### src/rtl/knapsack_cipher_unit_defines.svh
// ----------------------------------------------------------------------------
// knapsack_cipher_unit_defines
// Assertion macros shared by the knapsack cipher unit.
// ----------------------------------------------------------------------------
`ifndef KNAPSACK_CIPHER_UNIT_DEFINES_SVH
`define KNAPSACK_CIPHER_UNIT_DEFINES_SVH

// consequent must hold in the same cycle as the antecedent
`define KCU_ASSERT_SAME(lbl, ante, cons) \
    lbl: assert property (@(posedge aclk) disable iff (!aresetn) (ante) |-> (cons)) \
        else $error("knapsack cipher unit: same-cycle check failed");

// consequent must hold in the cycle after the antecedent
`define KCU_ASSERT_NEXT(lbl, ante, cons) \
    lbl: assert property (@(posedge aclk) disable iff (!aresetn) (ante) |=> (cons)) \
        else $error("knapsack cipher unit: next-cycle check failed");

`endif

### src/rtl/kcu_pkg.sv
// ----------------------------------------------------------------------------
// kcu_pkg
// Widths, codes and interface structs of the knapsack cipher unit.
// ----------------------------------------------------------------------------
package kcu_pkg;

    localparam int MAX_BITS     = 8;
    localparam int WEIGHT_WIDTH = 16;
    localparam int TABLE_DEPTH  = 8;
    localparam int IDX_W        = $clog2(TABLE_DEPTH);

    localparam int OP_W      = 2;
    localparam int PLAIN_W   = 8;
    localparam int CIPHER_W  = 19;
    localparam int VALUE_W   = 19;
    localparam int MULT_W    = 16;
    localparam int MOD_W     = 16;
    localparam int LEN_W     = 4;
    localparam int CFG_DW    = 16;
    localparam int CFG_AW    = 2;

    // effective modulus, register value zero means 2**MOD_W
    localparam int Q_W       = MOD_W + 1;
    // signed bezout coefficient
    localparam int T_W       = Q_W + 1;
    // widest dividend: cipher times inverse
    localparam int DIV_W     = CIPHER_W + Q_W - 1;
    localparam int DIV_CNT_W = $clog2(DIV_W + 1);

    localparam int MUL_A_W   = CIPHER_W + 1;
    localparam int MUL_B_W   = T_W + 1;
    localparam int PROD_W    = MUL_A_W + MUL_B_W;

    localparam logic [OP_W-1:0] OP_LOAD    = 2'd0;
    localparam logic [OP_W-1:0] OP_ENCRYPT = 2'd1;
    localparam logic [OP_W-1:0] OP_DECRYPT = 2'd2;

    localparam logic [CFG_AW-1:0] REG_MULTIPLIER = 2'd0;
    localparam logic [CFG_AW-1:0] REG_MODULUS    = 2'd1;
    localparam logic [CFG_AW-1:0] REG_KEY_LEN    = 2'd2;

    typedef struct packed {
        logic [MULT_W-1:0] multiplier;
        logic [Q_W-1:0]    modulus;
        logic [LEN_W-1:0]  key_len;
    } kcu_cfg_t;

    typedef struct packed {
        logic [OP_W-1:0]         op;
        logic [IDX_W-1:0]        index;
        logic [WEIGHT_WIDTH-1:0] weight;
        logic [PLAIN_W-1:0]      plain_byte;
        logic [CIPHER_W-1:0]     cipher;
    } kcu_req_t;

    typedef struct packed {
        logic               ready;
        logic               res_valid;
        logic [VALUE_W-1:0] value;
        logic               status;
    } kcu_sts_t;

    typedef struct packed {
        logic             start;
        logic             short_div;
        logic [DIV_W-1:0] dividend;
        logic [Q_W-1:0]   divisor;
    } kcu_div_req_t;

    typedef struct packed {
        logic             done;
        logic [DIV_W-1:0] quotient;
        logic [Q_W-1:0]   remainder;
    } kcu_div_rsp_t;

endpackage

### src/rtl/kcu_div.sv
// ----------------------------------------------------------------------------
// kcu_div
// Restoring shift-subtract divider, one quotient bit per cycle.
// ----------------------------------------------------------------------------
module kcu_div (
    input  logic                  aclk,
    input  logic                  aresetn,
    input  kcu_pkg::kcu_div_req_t req,
    output kcu_pkg::kcu_div_rsp_t rsp
);

    logic                           busy_reg;
    logic                           done_reg;
    logic [kcu_pkg::DIV_CNT_W-1:0]  cnt_reg;
    logic [kcu_pkg::DIV_W-1:0]      num_reg;
    logic [kcu_pkg::DIV_W-1:0]      quo_reg;
    logic [kcu_pkg::Q_W-1:0]        rem_reg;
    logic [kcu_pkg::Q_W-1:0]        dvs_reg;

    logic [kcu_pkg::Q_W:0]          trial;
    logic [kcu_pkg::Q_W:0]          diff;
    logic                           fits;

    assign trial = {rem_reg, num_reg[kcu_pkg::DIV_W-1]};
    assign fits  = trial >= {1'b0, dvs_reg};
    assign diff  = trial - {1'b0, dvs_reg};

    always_ff @(posedge aclk) begin
        if (!aresetn) begin
            busy_reg <= 1'b0;
            done_reg <= 1'b0;
            cnt_reg  <= '0;
        end else begin
            done_reg <= 1'b0;
            if (req.start) begin
                busy_reg <= 1'b1;
                rem_reg  <= '0;
                quo_reg  <= '0;
                dvs_reg  <= req.divisor;
                // short form: dividend fits the modulus width, skip the zero top bits
                if (req.short_div) begin
                    num_reg <= {req.dividend[kcu_pkg::Q_W-1:0],
                                {(kcu_pkg::DIV_W - kcu_pkg::Q_W){1'b0}}};
                    cnt_reg <= kcu_pkg::DIV_CNT_W'(kcu_pkg::Q_W);
                end else begin
                    num_reg <= req.dividend;
                    cnt_reg <= kcu_pkg::DIV_CNT_W'(kcu_pkg::DIV_W);
                end
            end else if (busy_reg) begin
                num_reg <= {num_reg[kcu_pkg::DIV_W-2:0], 1'b0};
                quo_reg <= {quo_reg[kcu_pkg::DIV_W-2:0], fits};
                rem_reg <= fits ? diff[kcu_pkg::Q_W-1:0] : trial[kcu_pkg::Q_W-1:0];
                cnt_reg <= cnt_reg - kcu_pkg::DIV_CNT_W'(1);
                if (cnt_reg == kcu_pkg::DIV_CNT_W'(1)) begin
                    busy_reg <= 1'b0;
                    done_reg <= 1'b1;
                end
            end
        end
    end

    assign rsp.done      = done_reg;
    assign rsp.quotient  = quo_reg;
    assign rsp.remainder = rem_reg;

endmodule

### src/rtl/kcu_core.sv
// ----------------------------------------------------------------------------
// kcu_core
// Sequencer with weight table and multiplier; drives the shared divider for
// every reduction, the inverse search and the quotients of euclid's steps.
// ----------------------------------------------------------------------------
module kcu_core (
    input  logic              aclk,
    input  logic              aresetn,
    input  kcu_pkg::kcu_cfg_t cfg,
    input  logic              start,
    input  kcu_pkg::kcu_req_t req,
    input  logic              res_ready,
    output kcu_pkg::kcu_sts_t sts
);

    typedef enum logic [3:0] {
        ST_IDLE,
        ST_ENC_SEL,
        ST_ENC_DIV,
        ST_ENC_WAIT,
        ST_DEC_AMOD,
        ST_EU_DIV,
        ST_EU_WAIT,
        ST_EU_MUL,
        ST_EU_UPD,
        ST_EU_END,
        ST_DEC_MUL,
        ST_DEC_DIV,
        ST_DEC_WAIT,
        ST_GREEDY,
        ST_DONE
    } state_t;

    state_t                              state_reg;
    kcu_pkg::kcu_req_t                   req_reg;
    kcu_pkg::kcu_div_req_t               div_req_reg;
    kcu_pkg::kcu_div_rsp_t               div_rsp;

    logic [kcu_pkg::WEIGHT_WIDTH-1:0]    weight_mem [kcu_pkg::TABLE_DEPTH];
    logic [kcu_pkg::LEN_W-1:0]           i_reg;
    logic [kcu_pkg::VALUE_W-1:0]         acc_reg;
    logic [kcu_pkg::Q_W-1:0]             r0_reg;
    logic [kcu_pkg::Q_W-1:0]             r1_reg;
    logic [kcu_pkg::T_W-1:0]             t0_reg;
    logic [kcu_pkg::T_W-1:0]             t1_reg;
    logic [kcu_pkg::Q_W-1:0]             qt_reg;
    logic [kcu_pkg::Q_W-1:0]             s_reg;
    logic [kcu_pkg::Q_W-1:0]             c1_reg;
    logic [kcu_pkg::PROD_W-1:0]          prod_reg;
    logic [kcu_pkg::MAX_BITS-1:0]        bits_reg;
    logic [kcu_pkg::VALUE_W-1:0]         value_reg;
    logic                                status_reg;

    logic [kcu_pkg::LEN_W-1:0]           enc_pos;
    logic [kcu_pkg::LEN_W-1:0]           gr_pos;
    logic [kcu_pkg::LEN_W-1:0]           bit_pos;
    logic [kcu_pkg::IDX_W-1:0]           rd_idx;
    logic [kcu_pkg::WEIGHT_WIDTH-1:0]    w_rd;
    logic [kcu_pkg::MUL_A_W-1:0]         mul_a;
    logic [kcu_pkg::MUL_B_W-1:0]         mul_b;
    logic [kcu_pkg::PROD_W-1:0]          mul_prod;
    logic [kcu_pkg::T_W-1:0]             q_ext;
    logic [kcu_pkg::T_W-1:0]             s_wrap;
    logic [kcu_pkg::T_W-1:0]             s_fix;

    kcu_div u_div (
        .aclk    (aclk),
        .aresetn (aresetn),
        .req     (div_req_reg),
        .rsp     (div_rsp)
    );

    // encrypt walks the table top down, decrypt from entry n-1 to 0
    assign enc_pos = cfg.key_len - kcu_pkg::LEN_W'(1) - i_reg;
    assign gr_pos  = i_reg - kcu_pkg::LEN_W'(1);
    assign bit_pos = cfg.key_len - i_reg;
    assign rd_idx  = (state_reg == ST_GREEDY) ? gr_pos[kcu_pkg::IDX_W-1:0]
                                              : enc_pos[kcu_pkg::IDX_W-1:0];
    assign w_rd    = weight_mem[rd_idx];

    always_comb begin
        case (state_reg)
            ST_ENC_SEL: begin
                mul_a = kcu_pkg::MUL_A_W'(cfg.multiplier);
                mul_b = kcu_pkg::MUL_B_W'(w_rd);
            end
            ST_EU_MUL: begin
                mul_a = kcu_pkg::MUL_A_W'(qt_reg);
                mul_b = {t1_reg[kcu_pkg::T_W-1], t1_reg};
            end
            default: begin
                mul_a = kcu_pkg::MUL_A_W'(req_reg.cipher);
                mul_b = kcu_pkg::MUL_B_W'(s_reg);
            end
        endcase
    end

    assign mul_prod = $signed(mul_a) * $signed(mul_b);

    // fold the coefficient into [0, q)
    assign q_ext  = kcu_pkg::T_W'(cfg.modulus);
    assign s_wrap = t0_reg[kcu_pkg::T_W-1] ? t0_reg + q_ext : t0_reg;
    assign s_fix  = (s_wrap >= q_ext) ? s_wrap - q_ext : s_wrap;

    always_ff @(posedge aclk) begin
        if (!aresetn) begin
            state_reg         <= ST_IDLE;
            div_req_reg.start <= 1'b0;
            value_reg         <= '0;
            status_reg        <= 1'b0;
            for (int k = 0; k < kcu_pkg::TABLE_DEPTH; k++) begin
                weight_mem[k] <= '0;
            end
        end else begin
            div_req_reg.start <= 1'b0;
            unique case (state_reg)
                ST_IDLE: begin
                    if (start) begin
                        req_reg    <= req;
                        value_reg  <= '0;
                        status_reg <= 1'b0;
                        i_reg      <= '0;
                        acc_reg    <= '0;
                        unique case (req.op)
                            kcu_pkg::OP_LOAD: begin
                                weight_mem[req.index] <= req.weight;
                                state_reg             <= ST_DONE;
                            end
                            kcu_pkg::OP_ENCRYPT: begin
                                state_reg <= ST_ENC_SEL;
                            end
                            kcu_pkg::OP_DECRYPT: begin
                                if (cfg.modulus == kcu_pkg::Q_W'(1)) begin
                                    status_reg <= 1'b1;
                                    state_reg  <= ST_DONE;
                                end else begin
                                    div_req_reg.start     <= 1'b1;
                                    div_req_reg.short_div <= 1'b1;
                                    div_req_reg.dividend  <= kcu_pkg::DIV_W'(cfg.multiplier);
                                    div_req_reg.divisor   <= cfg.modulus;
                                    state_reg             <= ST_DEC_AMOD;
                                end
                            end
                            default: begin
                                state_reg <= ST_DONE;
                            end
                        endcase
                    end
                end
                ST_ENC_SEL: begin
                    if (i_reg == cfg.key_len) begin
                        value_reg <= acc_reg;
                        state_reg <= ST_DONE;
                    end else if (req_reg.plain_byte[i_reg[kcu_pkg::IDX_W-1:0]]) begin
                        prod_reg  <= mul_prod;
                        state_reg <= ST_ENC_DIV;
                    end else begin
                        i_reg <= i_reg + kcu_pkg::LEN_W'(1);
                    end
                end
                ST_ENC_DIV: begin
                    div_req_reg.start     <= 1'b1;
                    div_req_reg.short_div <= 1'b0;
                    div_req_reg.dividend  <= prod_reg[kcu_pkg::DIV_W-1:0];
                    div_req_reg.divisor   <= cfg.modulus;
                    state_reg             <= ST_ENC_WAIT;
                end
                ST_ENC_WAIT: begin
                    if (div_rsp.done) begin
                        acc_reg   <= acc_reg + kcu_pkg::VALUE_W'(div_rsp.remainder);
                        i_reg     <= i_reg + kcu_pkg::LEN_W'(1);
                        state_reg <= ST_ENC_SEL;
                    end
                end
                ST_DEC_AMOD: begin
                    if (div_rsp.done) begin
                        if (div_rsp.remainder == '0) begin
                            status_reg <= 1'b1;
                            state_reg  <= ST_DONE;
                        end else begin
                            r0_reg    <= cfg.modulus;
                            r1_reg    <= div_rsp.remainder;
                            t0_reg    <= '0;
                            t1_reg    <= kcu_pkg::T_W'(1);
                            state_reg <= ST_EU_DIV;
                        end
                    end
                end
                ST_EU_DIV: begin
                    div_req_reg.start     <= 1'b1;
                    div_req_reg.short_div <= 1'b1;
                    div_req_reg.dividend  <= kcu_pkg::DIV_W'(r0_reg);
                    div_req_reg.divisor   <= r1_reg;
                    state_reg             <= ST_EU_WAIT;
                end
                ST_EU_WAIT: begin
                    if (div_rsp.done) begin
                        qt_reg    <= div_rsp.quotient[kcu_pkg::Q_W-1:0];
                        r0_reg    <= r1_reg;
                        r1_reg    <= div_rsp.remainder;
                        state_reg <= ST_EU_MUL;
                    end
                end
                ST_EU_MUL: begin
                    prod_reg  <= mul_prod;
                    state_reg <= ST_EU_UPD;
                end
                ST_EU_UPD: begin
                    // the true coefficient fits, so the low bits of the product suffice
                    t0_reg    <= t1_reg;
                    t1_reg    <= t0_reg - prod_reg[kcu_pkg::T_W-1:0];
                    state_reg <= (r1_reg == '0) ? ST_EU_END : ST_EU_DIV;
                end
                ST_EU_END: begin
                    if (r0_reg != kcu_pkg::Q_W'(1)) begin
                        status_reg <= 1'b1;
                        state_reg  <= ST_DONE;
                    end else begin
                        s_reg     <= s_fix[kcu_pkg::Q_W-1:0];
                        state_reg <= ST_DEC_MUL;
                    end
                end
                ST_DEC_MUL: begin
                    prod_reg  <= mul_prod;
                    state_reg <= ST_DEC_DIV;
                end
                ST_DEC_DIV: begin
                    div_req_reg.start     <= 1'b1;
                    div_req_reg.short_div <= 1'b0;
                    div_req_reg.dividend  <= prod_reg[kcu_pkg::DIV_W-1:0];
                    div_req_reg.divisor   <= cfg.modulus;
                    state_reg             <= ST_DEC_WAIT;
                end
                ST_DEC_WAIT: begin
                    if (div_rsp.done) begin
                        c1_reg    <= div_rsp.remainder;
                        bits_reg  <= '0;
                        i_reg     <= cfg.key_len;
                        state_reg <= ST_GREEDY;
                    end
                end
                ST_GREEDY: begin
                    if (i_reg == '0) begin
                        value_reg <= kcu_pkg::VALUE_W'(bits_reg);
                        state_reg <= ST_DONE;
                    end else begin
                        if (kcu_pkg::Q_W'(w_rd) <= c1_reg) begin
                            bits_reg[bit_pos[kcu_pkg::IDX_W-1:0]] <= 1'b1;
                            c1_reg <= c1_reg - kcu_pkg::Q_W'(w_rd);
                        end
                        i_reg <= gr_pos;
                    end
                end
                ST_DONE: begin
                    if (res_ready) begin
                        state_reg <= ST_IDLE;
                    end
                end
                default: begin
                    state_reg <= ST_IDLE;
                end
            endcase
        end
    end

    assign sts.ready     = (state_reg == ST_IDLE);
    assign sts.res_valid = (state_reg == ST_DONE);
    assign sts.value     = value_reg;
    assign sts.status    = status_reg;

endmodule

### src/rtl/knapsack_cipher_unit.sv
// ----------------------------------------------------------------------------
// knapsack_cipher_unit
// Knapsack cipher engine: takes one item at a time and returns one result
// beat per item. A load goes straight to the result. An encrypt is paced
// by the bit-serial divider, which reduces the product of each set
// plaintext bit within key_len by the modulus. A decrypt runs the extended
// euclid inverse on the same divider, one division per euclid step, then
// one 35-bit reduction and a greedy pass of one key bit per cycle; a
// missing inverse ends the item early. The next item is accepted as soon
// as the result has moved into the output register, even while that beat
// still waits.
// ----------------------------------------------------------------------------
`include "knapsack_cipher_unit_defines.svh"

module knapsack_cipher_unit (
    input  logic                              aclk,
    input  logic                              aresetn,

    input  logic                              cfg_wr_en,
    input  logic [kcu_pkg::CFG_AW-1:0]        cfg_addr,
    input  logic [kcu_pkg::CFG_DW-1:0]        cfg_wdata,

    input  logic                              s_valid,
    output logic                              s_ready,
    input  logic [kcu_pkg::OP_W-1:0]          s_op,
    input  logic [kcu_pkg::IDX_W-1:0]         s_index,
    input  logic [kcu_pkg::WEIGHT_WIDTH-1:0]  s_weight,
    input  logic [kcu_pkg::PLAIN_W-1:0]       s_plain_byte,
    input  logic [kcu_pkg::CIPHER_W-1:0]      s_cipher,

    output logic                              m_valid,
    input  logic                              m_ready,
    output logic [kcu_pkg::VALUE_W-1:0]       m_value,
    output logic                              m_status
);

    logic [kcu_pkg::MULT_W-1:0]   multiplier_reg;
    logic [kcu_pkg::MOD_W-1:0]    modulus_reg;
    logic [kcu_pkg::LEN_W-1:0]    key_len_reg;

    logic                         m_valid_reg;
    logic [kcu_pkg::VALUE_W-1:0]  m_value_reg;
    logic                         m_status_reg;

    kcu_pkg::kcu_cfg_t            core_cfg;
    kcu_pkg::kcu_req_t            core_req;
    kcu_pkg::kcu_sts_t            core_sts;
    logic                         res_ready;

    always_ff @(posedge aclk) begin
        if (!aresetn) begin
            multiplier_reg <= kcu_pkg::MULT_W'(1);
            modulus_reg    <= '1;
            key_len_reg    <= kcu_pkg::LEN_W'(kcu_pkg::MAX_BITS);
        end else if (cfg_wr_en) begin
            unique case (cfg_addr)
                kcu_pkg::REG_MULTIPLIER: multiplier_reg <= cfg_wdata[kcu_pkg::MULT_W-1:0];
                kcu_pkg::REG_MODULUS:    modulus_reg    <= cfg_wdata[kcu_pkg::MOD_W-1:0];
                kcu_pkg::REG_KEY_LEN:    key_len_reg    <= cfg_wdata[kcu_pkg::LEN_W-1:0];
                default: ;
            endcase
        end
    end

    // modulus zero stands for 2**16, key length saturates at the table size
    assign core_cfg.multiplier = multiplier_reg;
    assign core_cfg.modulus    = (modulus_reg == '0) ? {1'b1, {kcu_pkg::MOD_W{1'b0}}}
                                                     : {1'b0, modulus_reg};
    assign core_cfg.key_len    = (key_len_reg > kcu_pkg::LEN_W'(kcu_pkg::MAX_BITS))
                                 ? kcu_pkg::LEN_W'(kcu_pkg::MAX_BITS) : key_len_reg;

    assign core_req.op         = s_op;
    assign core_req.index      = s_index;
    assign core_req.weight     = s_weight;
    assign core_req.plain_byte = s_plain_byte;
    assign core_req.cipher     = s_cipher;

    assign s_ready   = core_sts.ready;
    assign res_ready = !m_valid_reg || m_ready;

    kcu_core u_core (
        .aclk      (aclk),
        .aresetn   (aresetn),
        .cfg       (core_cfg),
        .start     (s_valid && s_ready),
        .req       (core_req),
        .res_ready (res_ready),
        .sts       (core_sts)
    );

    // output beat register
    always_ff @(posedge aclk) begin
        if (!aresetn) begin
            m_valid_reg <= 1'b0;
        end else if (core_sts.res_valid && res_ready) begin
            m_valid_reg  <= 1'b1;
            m_value_reg  <= core_sts.value;
            m_status_reg <= core_sts.status;
        end else if (m_ready) begin
            m_valid_reg <= 1'b0;
        end
    end

    assign m_valid  = m_valid_reg;
    assign m_value  = m_value_reg;
    assign m_status = m_status_reg;

    `KCU_ASSERT_NEXT(a_busy_after_accept, s_valid && s_ready, !s_ready)
    `KCU_ASSERT_SAME(a_fail_has_zero_value, m_valid && m_status, m_value == '0)
    `KCU_ASSERT_NEXT(a_result_held_in_core, core_sts.res_valid && !res_ready, core_sts.res_valid && $stable(core_sts.value))

endmodule
### config.mk
export PLATFORM = sky130hd
export DESIGN_NAME = knapsack_cipher_unit
export DESIGN_NICKNAME = d
export VERILOG_FILES = /design/src/rtl/kcu_pkg.sv /design/src/rtl/kcu_div.sv /design/src/rtl/kcu_core.sv /design/src/rtl/knapsack_cipher_unit.sv
export VERILOG_INCLUDE_DIRS = /design/src /design/src/rtl
export SDC_FILE = /design/constraint.sdc
export NUM_CORES = 2
export LEC_CHECK = 0
export ABC_AREA = 1
export BUFFER_PORTS_ARGS = -buffer_cell sky130_fd_sc_hd__clkbuf_2
export CAP_MARGIN = 10
export CORE_UTILIZATION = 30
export CTS_CLUSTER_SIZE = 40
export DETAILED_ROUTE_END_ITERATION = 10
export PLACE_DENSITY = 0.49
export SLEW_MARGIN = 10
export SYNTH_ARGS = -nofsm -noshare
export SYNTH_HDL_FRONTEND = slang
export SYNTH_SLANG_ARGS = --single-unit
### constraint.sdc
create_clock -name aclk -period 16.3 [get_ports aclk]
set_clock_uncertainty 0.05 [all_clocks]
set_input_delay 0.815 -clock aclk [delete_from_list [all_inputs] [get_ports aclk]]
set_output_delay 0.815 -clock aclk [all_outputs]
set_load 0.01 [all_outputs]
## After elaboration in Yosys (flattened, before gate mapping)

Memories as Yosys holds them, arrays and structs flattened.
Index checks and enable logic that the tools add are counted.

- $lt $le $gt $ge: 7
- Reductions and logical operators: 46
- Bitwise operators: 4
- Equality and inequality tests: 41
- $mul: 1
- Multiplexer cells: 98
- Add/subtract/negate cells: 12

Operator list:

| cell | number |
|---|---|
| two-way mux 17 bit | 13 |
| two-way mux 35 bit | 5 |
| two-way mux 54 bit | 3 |
| case mux 54 bit (3 select lines) | 1 |
| case mux 19 bit (2 select lines) | 3 |
| case mux 17 bit (2 select lines) | 3 |
| two-way mux 18 bit | 5 |
| two-way mux 19 bit | 4 |
| two-way mux 4 bit | 19 |
| case mux 18 bit (2 select lines) | 2 |
| case mux 35 bit (2 select lines) | 1 |
| case mux 4 bit (15 select lines) | 1 |
| case mux 19 bit (3 select lines) | 1 |
| >= comparator 18 x 17 -> 1 bit | 2 |
| multiplier 20 x 19 -> 35 bit | 1 |
| logical NOT 17 bit | 2 |
| subtractor 17 bit | 2 |
| equality test 4 bit (second input constant) | 7 |
| two-way mux 8 bit | 3 |
| inequality test 2 bit (second input constant) | 11 |
| two-way mux 1 bit | 21 |
| case mux 4 bit (5 select lines) | 1 |
| AND reduction 5 bit | 4 |
| adder 19 x 17 -> 19 bit | 1 |
| other kinds (49) | 93 |

- Bits in writable memories: 128
- Output and inout port bits: 22
- Memories: 1
- Input bits: 71
- Logic and storage cells: 243
- Register bits: 443

Memory list:

| name | words | bits a word | read ports | clocked after Yosys merged registers in | wr ports | RTL line | text |
|---|---|---|---|---|---|---|---|
| u_core.weight_mem | 8 | 16 | 1 | 0 | 8 | kcu_core.sv:39 | `logic [kcu_pkg::WEIGHT_WIDTH-1:0] weight_mem [kcu_pkg::TABLE_DEPTH];` |

## Logic depth before layout (Yosys ltp)

- Depth after elaboration: 11
- Depth in mapped cells: 40
- Depth with buffers taken out: 38

## Modules after synthesis

A second synthesis with hierarchy kept.

- Cell total of the unflattened synthesis: 5,049
- Area, all modules: 43,467.9 µm²

Modules (own cells, without submodules):

| module | cells an instance | seq. area each (µm²) | area an instance (µm²) | instances |
|---|---|---|---|---|
| kcu_core | 4,149 | 12,361.9 | 35,342.6 | 1 |
| kcu_div | 635 | 3,283.1 | 5,766.8 | 1 |
| knapsack_cipher_unit | 265 | 1,341.3 | 2,358.5 | 1 |

## Least setup slack after synthesis

OpenSTA, ideal clock, no wires.

- Path type: register to register
- Start: register u_core.i_reg[0] in the netlist's numbering
- End: register u_core.prod_reg[29] in the netlist's numbering (data pin)
- Cell stages (with the launch flop): 34
- Clock period less this slack: 7.338 ns
- Slack: 8.962 ns
- Setup time: 0.261 ns
- Data required time: 15.989 ns
- Arrival time: 7.028 ns
- Buffers on the path: 2
- Cell sequence: edfxtp_1 inv_2 ha_1 fa_1 inv_1 o21ai_2 buf_2 nand3_1 nand2_1 nand2_1 nand3_2 buf_2 a21oi_1 fa_1 fa_1 inv_1 fa_1 inv_1 fa_1 fa_1 fa_1 inv_1 fa_1 inv_1 ha_1 nand2_1 nand2_1 a21oi_1 nor2_1 nor2_1 nand3_1 nand2_1 nand2_1 xor2_1

- Word-level cells in the longest chain between the ends: 8
- Elaborated cells between the ends (all ways): 9
- Those cells by class: add/sub (2); mul (1); mux (5); memory (1)

RTL lines:

| what | RTL line | text |
|---|---|---|
| start, declared | kcu_core.sv:40 | `logic [kcu_pkg::LEN_W-1:0] i_reg;` |
| start signal, assigned | kcu_core.sv:158 | `i_reg <= i_reg + kcu_pkg::LEN_W'(1);` |
| start signal, assigned | kcu_core.sv:171 | `i_reg <= i_reg + kcu_pkg::LEN_W'(1);` |
| start signal, assigned | kcu_core.sv:238 | `i_reg <= cfg.key_len;` |
| subtractor 4 x 1 -> 4 bit or subtractor 3 bit (tied branches) | kcu_core.sv:75, kcu_core.sv:74 |  |
| two-way mux 3 bit * | kcu_core.sv:77 | `assign rd_idx = (state_reg == ST_GREEDY) ? gr_pos[kcu_pkg::IDX_W-1:0]` |
| memory read (8 x 16 bit) * | n/a |  |
| case mux 19 bit (2 select lines) * | kcu_core.sv:82 | `case (state_reg)` |
| multiplier 20 x 19 -> 35 bit * | kcu_core.sv:98 | `assign mul_prod = $signed(mul_a) * $signed(mul_b);` |
| via u_core.mul_prod (one bit) | kcu_core.sv:61 | `logic [kcu_pkg::PROD_W-1:0] mul_prod;` |
| two-way mux 35 bit | kcu_core.sv:154 | `end else if (req_reg.plain_byte[i_reg[kcu_pkg::IDX_W-1:0]]) begin` |
| two-way mux 35 bit | kcu_core.sv:151 | `if (i_reg == cfg.key_len) begin` |
| case mux 35 bit (2 select lines) * | kcu_core.sv:116 | `unique case (state_reg)` |
| end signal, assigned | kcu_core.sv:155 | `prod_reg <= mul_prod;` |
| end signal, assigned | kcu_core.sv:205 | `prod_reg <= mul_prod;` |
| end signal, assigned | kcu_core.sv:224 | `prod_reg <= mul_prod;` |
| end, declared | kcu_core.sv:49 | `logic [kcu_pkg::PROD_W-1:0] prod_reg;` |

The timed path passes the listed nets; every way through them passes the cells marked *. The select of a mux whose other input is x is not followed.
A chain may end at the register's enable or synchronous reset.

## Worst setup path after layout

- Start: register u_core.state_reg[0]
- End: register u_core.prod_reg[23] in the netlist's numbering (data pin)

- Word-level cells in the longest chain between the ends: 8
- Elaborated cells between the ends (all ways): 13
- Those cells by class: mul (1); eq/ne (4); mux (6); reduce/logical (1); memory (1)

RTL lines:

| what | RTL line | text |
|---|---|---|
| start, declared | kcu_core.sv:34 | `state_t state_reg;` |
| start signal, assigned | kcu_core.sv:212 | `state_reg <= (r1_reg == '0) ? ST_EU_END : ST_EU_DIV;` |
| equality test 4 bit | kcu_core.sv:77 |  |
| two-way mux 3 bit | kcu_core.sv:77 |  |
| memory read (8 x 16 bit) | n/a |  |
| case mux 19 bit (2 select lines) | kcu_core.sv:82 |  |
| multiplier 20 x 19 -> 35 bit * | kcu_core.sv:98 |  |
| via u_core.mul_prod (one bit) | kcu_core.sv:61 |  |
| two-way mux 35 bit | kcu_core.sv:154 |  |
| two-way mux 35 bit | kcu_core.sv:151 |  |
| case mux 35 bit (2 select lines) * | kcu_core.sv:116 |  |

Marked as above.

==> key figures <==
Run status
  – Run status: finished, final reports clean

Global routing
  – Gr busiest metal: met2
  – Met2 Use GR: 0.3205
  – Congestion Overflow GR: 0
  – Largest net degree at the start of global routing: 71
  – GRT Total Usage: 0.2071
  – Vias in the first global route: 33,450
  – Number of antenna violations at the first check in global routing: 1
  – First-pass GRT wire length: 218.5 mm
  – Met3 Use GR: 0.02455
  – Met1 usage: 0.2970

Placed design
  – Post-DP HPWL: 112.5 mm
  – GP Congestion: 0.9601
  – # port buffers: 92

Hold path
  – Hold_sp: s_cipher[8]
  – Worst min-delay path category: input pin to flop
  – Hold path cells: 1
  – Hold Path Sink: u_core.req_reg[8]

Detailed routing
  – Final antenna-violating net count: 0
  – Number of DRC violations after detailed-routing iteration 0: 3,209
  – WL final: 146.5 mm
  – Drt drc: 0
  – Routed length per instance: 21.60 µm
  – Via count: 33,740
  – TritonRoute pass-1 iters: 6
  – Drt via density: 4.974

Critical path
  – Critical path arrival: 9.79 ns
  – Flop2flop setup slack: 6.85 ns
  – Worst setup SP type: flop
  – Most used cell, CP: fa_1
  – RR Endpoint: u_core.prod_reg[23]
  – Crit path kind: flop to flop
  – WP data required: 16.64 ns
  – Worst r2r path cells: 29
  – Setup crit end kind: flop
  – Crit Path Max Fanout: 57
  – Largest stage delay, worst path: 0.78 ns
  – Critical Path Slowest Stage Cell: nand2_2
  – Reg-to-Reg Start: u_core.state_reg[0]

Clock tree
  – Hold buffers post-CTS: 0
  – CTS tree: yes
  – Num CTS Buffers: 68
  – Root Driver: clkbuf_16
  – Worst skew pair latency: 0.70 ns
  – Buffer depth of the longest clock path: 3
  – Reg clk slew, reported paths: 0.08 ns
  – H-tree levels: 3
  – CTS resizes: 0
  – Setup Fix Bufs, Post-CTS: 0
  – CTS sink count: 571

Yosys
  – Syn_nets: 5,431
  – Cell Area, Synth: 0.04202 mm²
  – Synthesis Warnings: 0
  – Register area share after synthesis: 0.3913
  – #FFs+latches synth: 571
  – Syn Inst Count: 4,823
  – Post-synth EDFFs: 501
  – Netlist cell types: 53
  – FFs w/ async S/R, synth: 0
  – Avg Inst Size Synth: 8.713 µm²
  – Primary FF master, synth: edfxtp_1

Die
  – Initial core utilization: 0.3041
  – Die W: 376.3 µm
  – Row count: 136
  – Die footprint: 0.1416 mm²
  – Core box area: 0.1382 mm²
  – Top-Level Pins: 93
  – Die Height: 376.3 µm

Timing
  – F_max: 105.8 MHz
  – Final hold vios: 0
  – Max-slew headroom: 0.1305
  – RSZ-0062 raised after global routing: no
  – Final cycle utilization of the critical path: 0.5798
  – Final Critical Period: 9.450 ns
  – Setup_tns: 0 ns
  – # setup viols final: 0
  – WHS: 0.2376 ns
  – Worst slew pin tran: 1.291 ns
  – Max-slew violations: 0

Finish
  – Reg area: 0.01645 mm²
  – FILL cells: 14,450
  – Max FFs per register: 128
  – Multi-input combinational cell area: 0.02188 mm²
  – Final nets: 5,474
  – Share of post-route cells with drive strength above 1: 0.07154
  – N_diodes: 0
  – Area Overhead vs Synth: 11.19%

Job
  – Max Cap Violations: 0
==> through the flow <==
stage	util	std cells	cell area [µm²]	setup WS, ns
floorplan	-	4823	42020	8.962
global placement	0.3220	6659	44490	7.012
detailed placement	0.3220	6659	44490	6.881
CTS	0.3382	6783	46730	6.854
global route	0.3382	6783	46730	6.305
finish	0.3382	6783	46730	6.850
==> final cells by class <==
type / count / share of cell area
Inverter: 789 / 0.06338
Multi-Input combinational cell: 3290 / 0.4683
Tap cell: 1863 / 0.04988
Timing Repair Buffer: 146 / 0.01853
Clock inverter: 41 / 0.009425
Sequential cell: 571 / 0.3519
Clock buffer: 83 / 0.03850
==> critical path: cells and delay by family, from the launching register on <==
family	cells	cell delay (ns)
adders and majority gates	8	3.86
and+or+nand+nor	13	3.62
buffers and inverters	6	0.70
DFF	1	0.44
AOI/OAI and AO/OA	1	0.37
xor gates and xnor gates	1	0.07
==> routing by layer <==
metal  part of all wire  vias to the layer above
met1               0.47                    16590
met2               0.44                     1085
met5           0.000082                        -
met3              0.054                      219
li1                   -                    15840
met4              0.037                        2
==> Yosys cell counts (4+ instances only) <==
| master | n | share of area |
|---|---|---|
| a21oi_2 | 4 | 0.00083 |
| nand2_4 | 7 | 0.0019 |
| nor4_1 | 6 | 0.00089 |
| nand2_2 | 30 | 0.0045 |
| nand2_1 | 881 | 0.079 |
| o211ai_1 | 43 | 0.0077 |
| nor2_4 | 6 | 0.0016 |
| o21bai_1 | 9 | 0.0016 |
| buf_1 | 12 | 0.0011 |
| and2_1 | 5 | 0.00074 |
| ha_1 | 242 | 0.072 |
| o21a_1 | 5 | 0.00089 |
| o22ai_1 | 29 | 0.0043 |
| buf_2 | 45 | 0.0054 |
| o31ai_1 | 4 | 0.00071 |
| inv_2 | 8 | 0.00071 |
| fa_1 | 295 | 0.14 |
| nand3_1 | 432 | 0.051 |
| edfxtp_1 | 501 | 0.36 |
| inv_1 | 778 | 0.069 |
| nand3b_1 | 7 | 0.0013 |
| dfxtp_1 | 70 | 0.033 |
| a21oi_1 | 235 | 0.028 |
| nor3_1 | 34 | 0.0040 |
| xor2_1 | 44 | 0.0092 |
| nand4_1 | 41 | 0.0061 |
| clkbuf_1 | 95 | 0.0085 |
| buf_4 | 10 | 0.0018 |
| or2_2 | 21 | 0.0031 |
| o21ai_0 | 233 | 0.028 |
| o221ai_1 | 15 | 0.0031 |
| a21o_1 | 10 | 0.0018 |
| a21boi_0 | 4 | 0.00071 |
| buf_6 | 10 | 0.0027 |
| xnor2_1 | 28 | 0.0058 |
| a31oi_1 | 8 | 0.0012 |
| nor2_1 | 581 | 0.052 |
| a22oi_1 | 11 | 0.0020 |
==> layout by cell type, fill, tap and decap left out, types with 9 or more instances in the layout <==
cell | Yosys | final
a21o_1 | 10 | 10
a21oi_1 | 235 | 229
a22oi_1 | 11 | 11
buf_4 | 10 | 54
clkbuf_1 | 95 | 12
clkbuf_16 | 0 | 69
clkbuf_2 | 1 | 92
clkinv_1 | 3 | 9
clkinv_2 | 0 | 13
dfxtp_1 | 70 | 70
edfxtp_1 | 501 | 501
fa_1 | 295 | 295
ha_1 | 242 | 242
inv_1 | 778 | 778
nand2_1 | 881 | 881
nand2_2 | 30 | 30
nand3_1 | 432 | 432
nand4_1 | 41 | 41
nor2_1 | 581 | 578
nor3_1 | 34 | 32
o211ai_1 | 43 | 43
o21ai_0 | 233 | 233
o21bai_1 | 9 | 9
o221ai_1 | 15 | 15
o22ai_1 | 29 | 29
or2_2 | 21 | 21
xnor2_1 | 28 | 28
xor2_1 | 44 | 44
==> kinds of logic after synthesis <==
logic type      Yosys count  synth area share
xor+xnor                 72           0.01501
simple gates           2060            0.2085
flops                   571            0.3913
compound gates          621           0.08259
fa+ha+maj               537            0.2126
buf+inv                 962           0.08998
==> worst max-delay path by stage <==
| stage | to | slack, ns | cells after the start | start |
|---|---|---|---|---|
| 5_1_grt | u_core.prod_reg[29] | 6.31 | 33 | u_core.state_reg[0] |
| 4_1_cts | u_core.prod_reg[23] | 6.85 | 29 | u_core.state_reg[0] |
| 2_1_floorplan | u_core.prod_reg[29] | 8.96 | 33 | u_core.i_reg[0] |
| 3_5_place_dp | u_core.prod_reg[23] | 6.88 | 29 | u_core.state_reg[0] |
| 6_report | u_core.prod_reg[23] | 6.85 | 29 | u_core.state_reg[0] |
| 3_3_place_gp | u_core.prod_reg[23] | 7.01 | 29 | u_core.state_reg[0] |
Power is left out: the tool's default activity adds up to more than one toggle a clock period on the data nets, which glitch-free logic cannot reach.
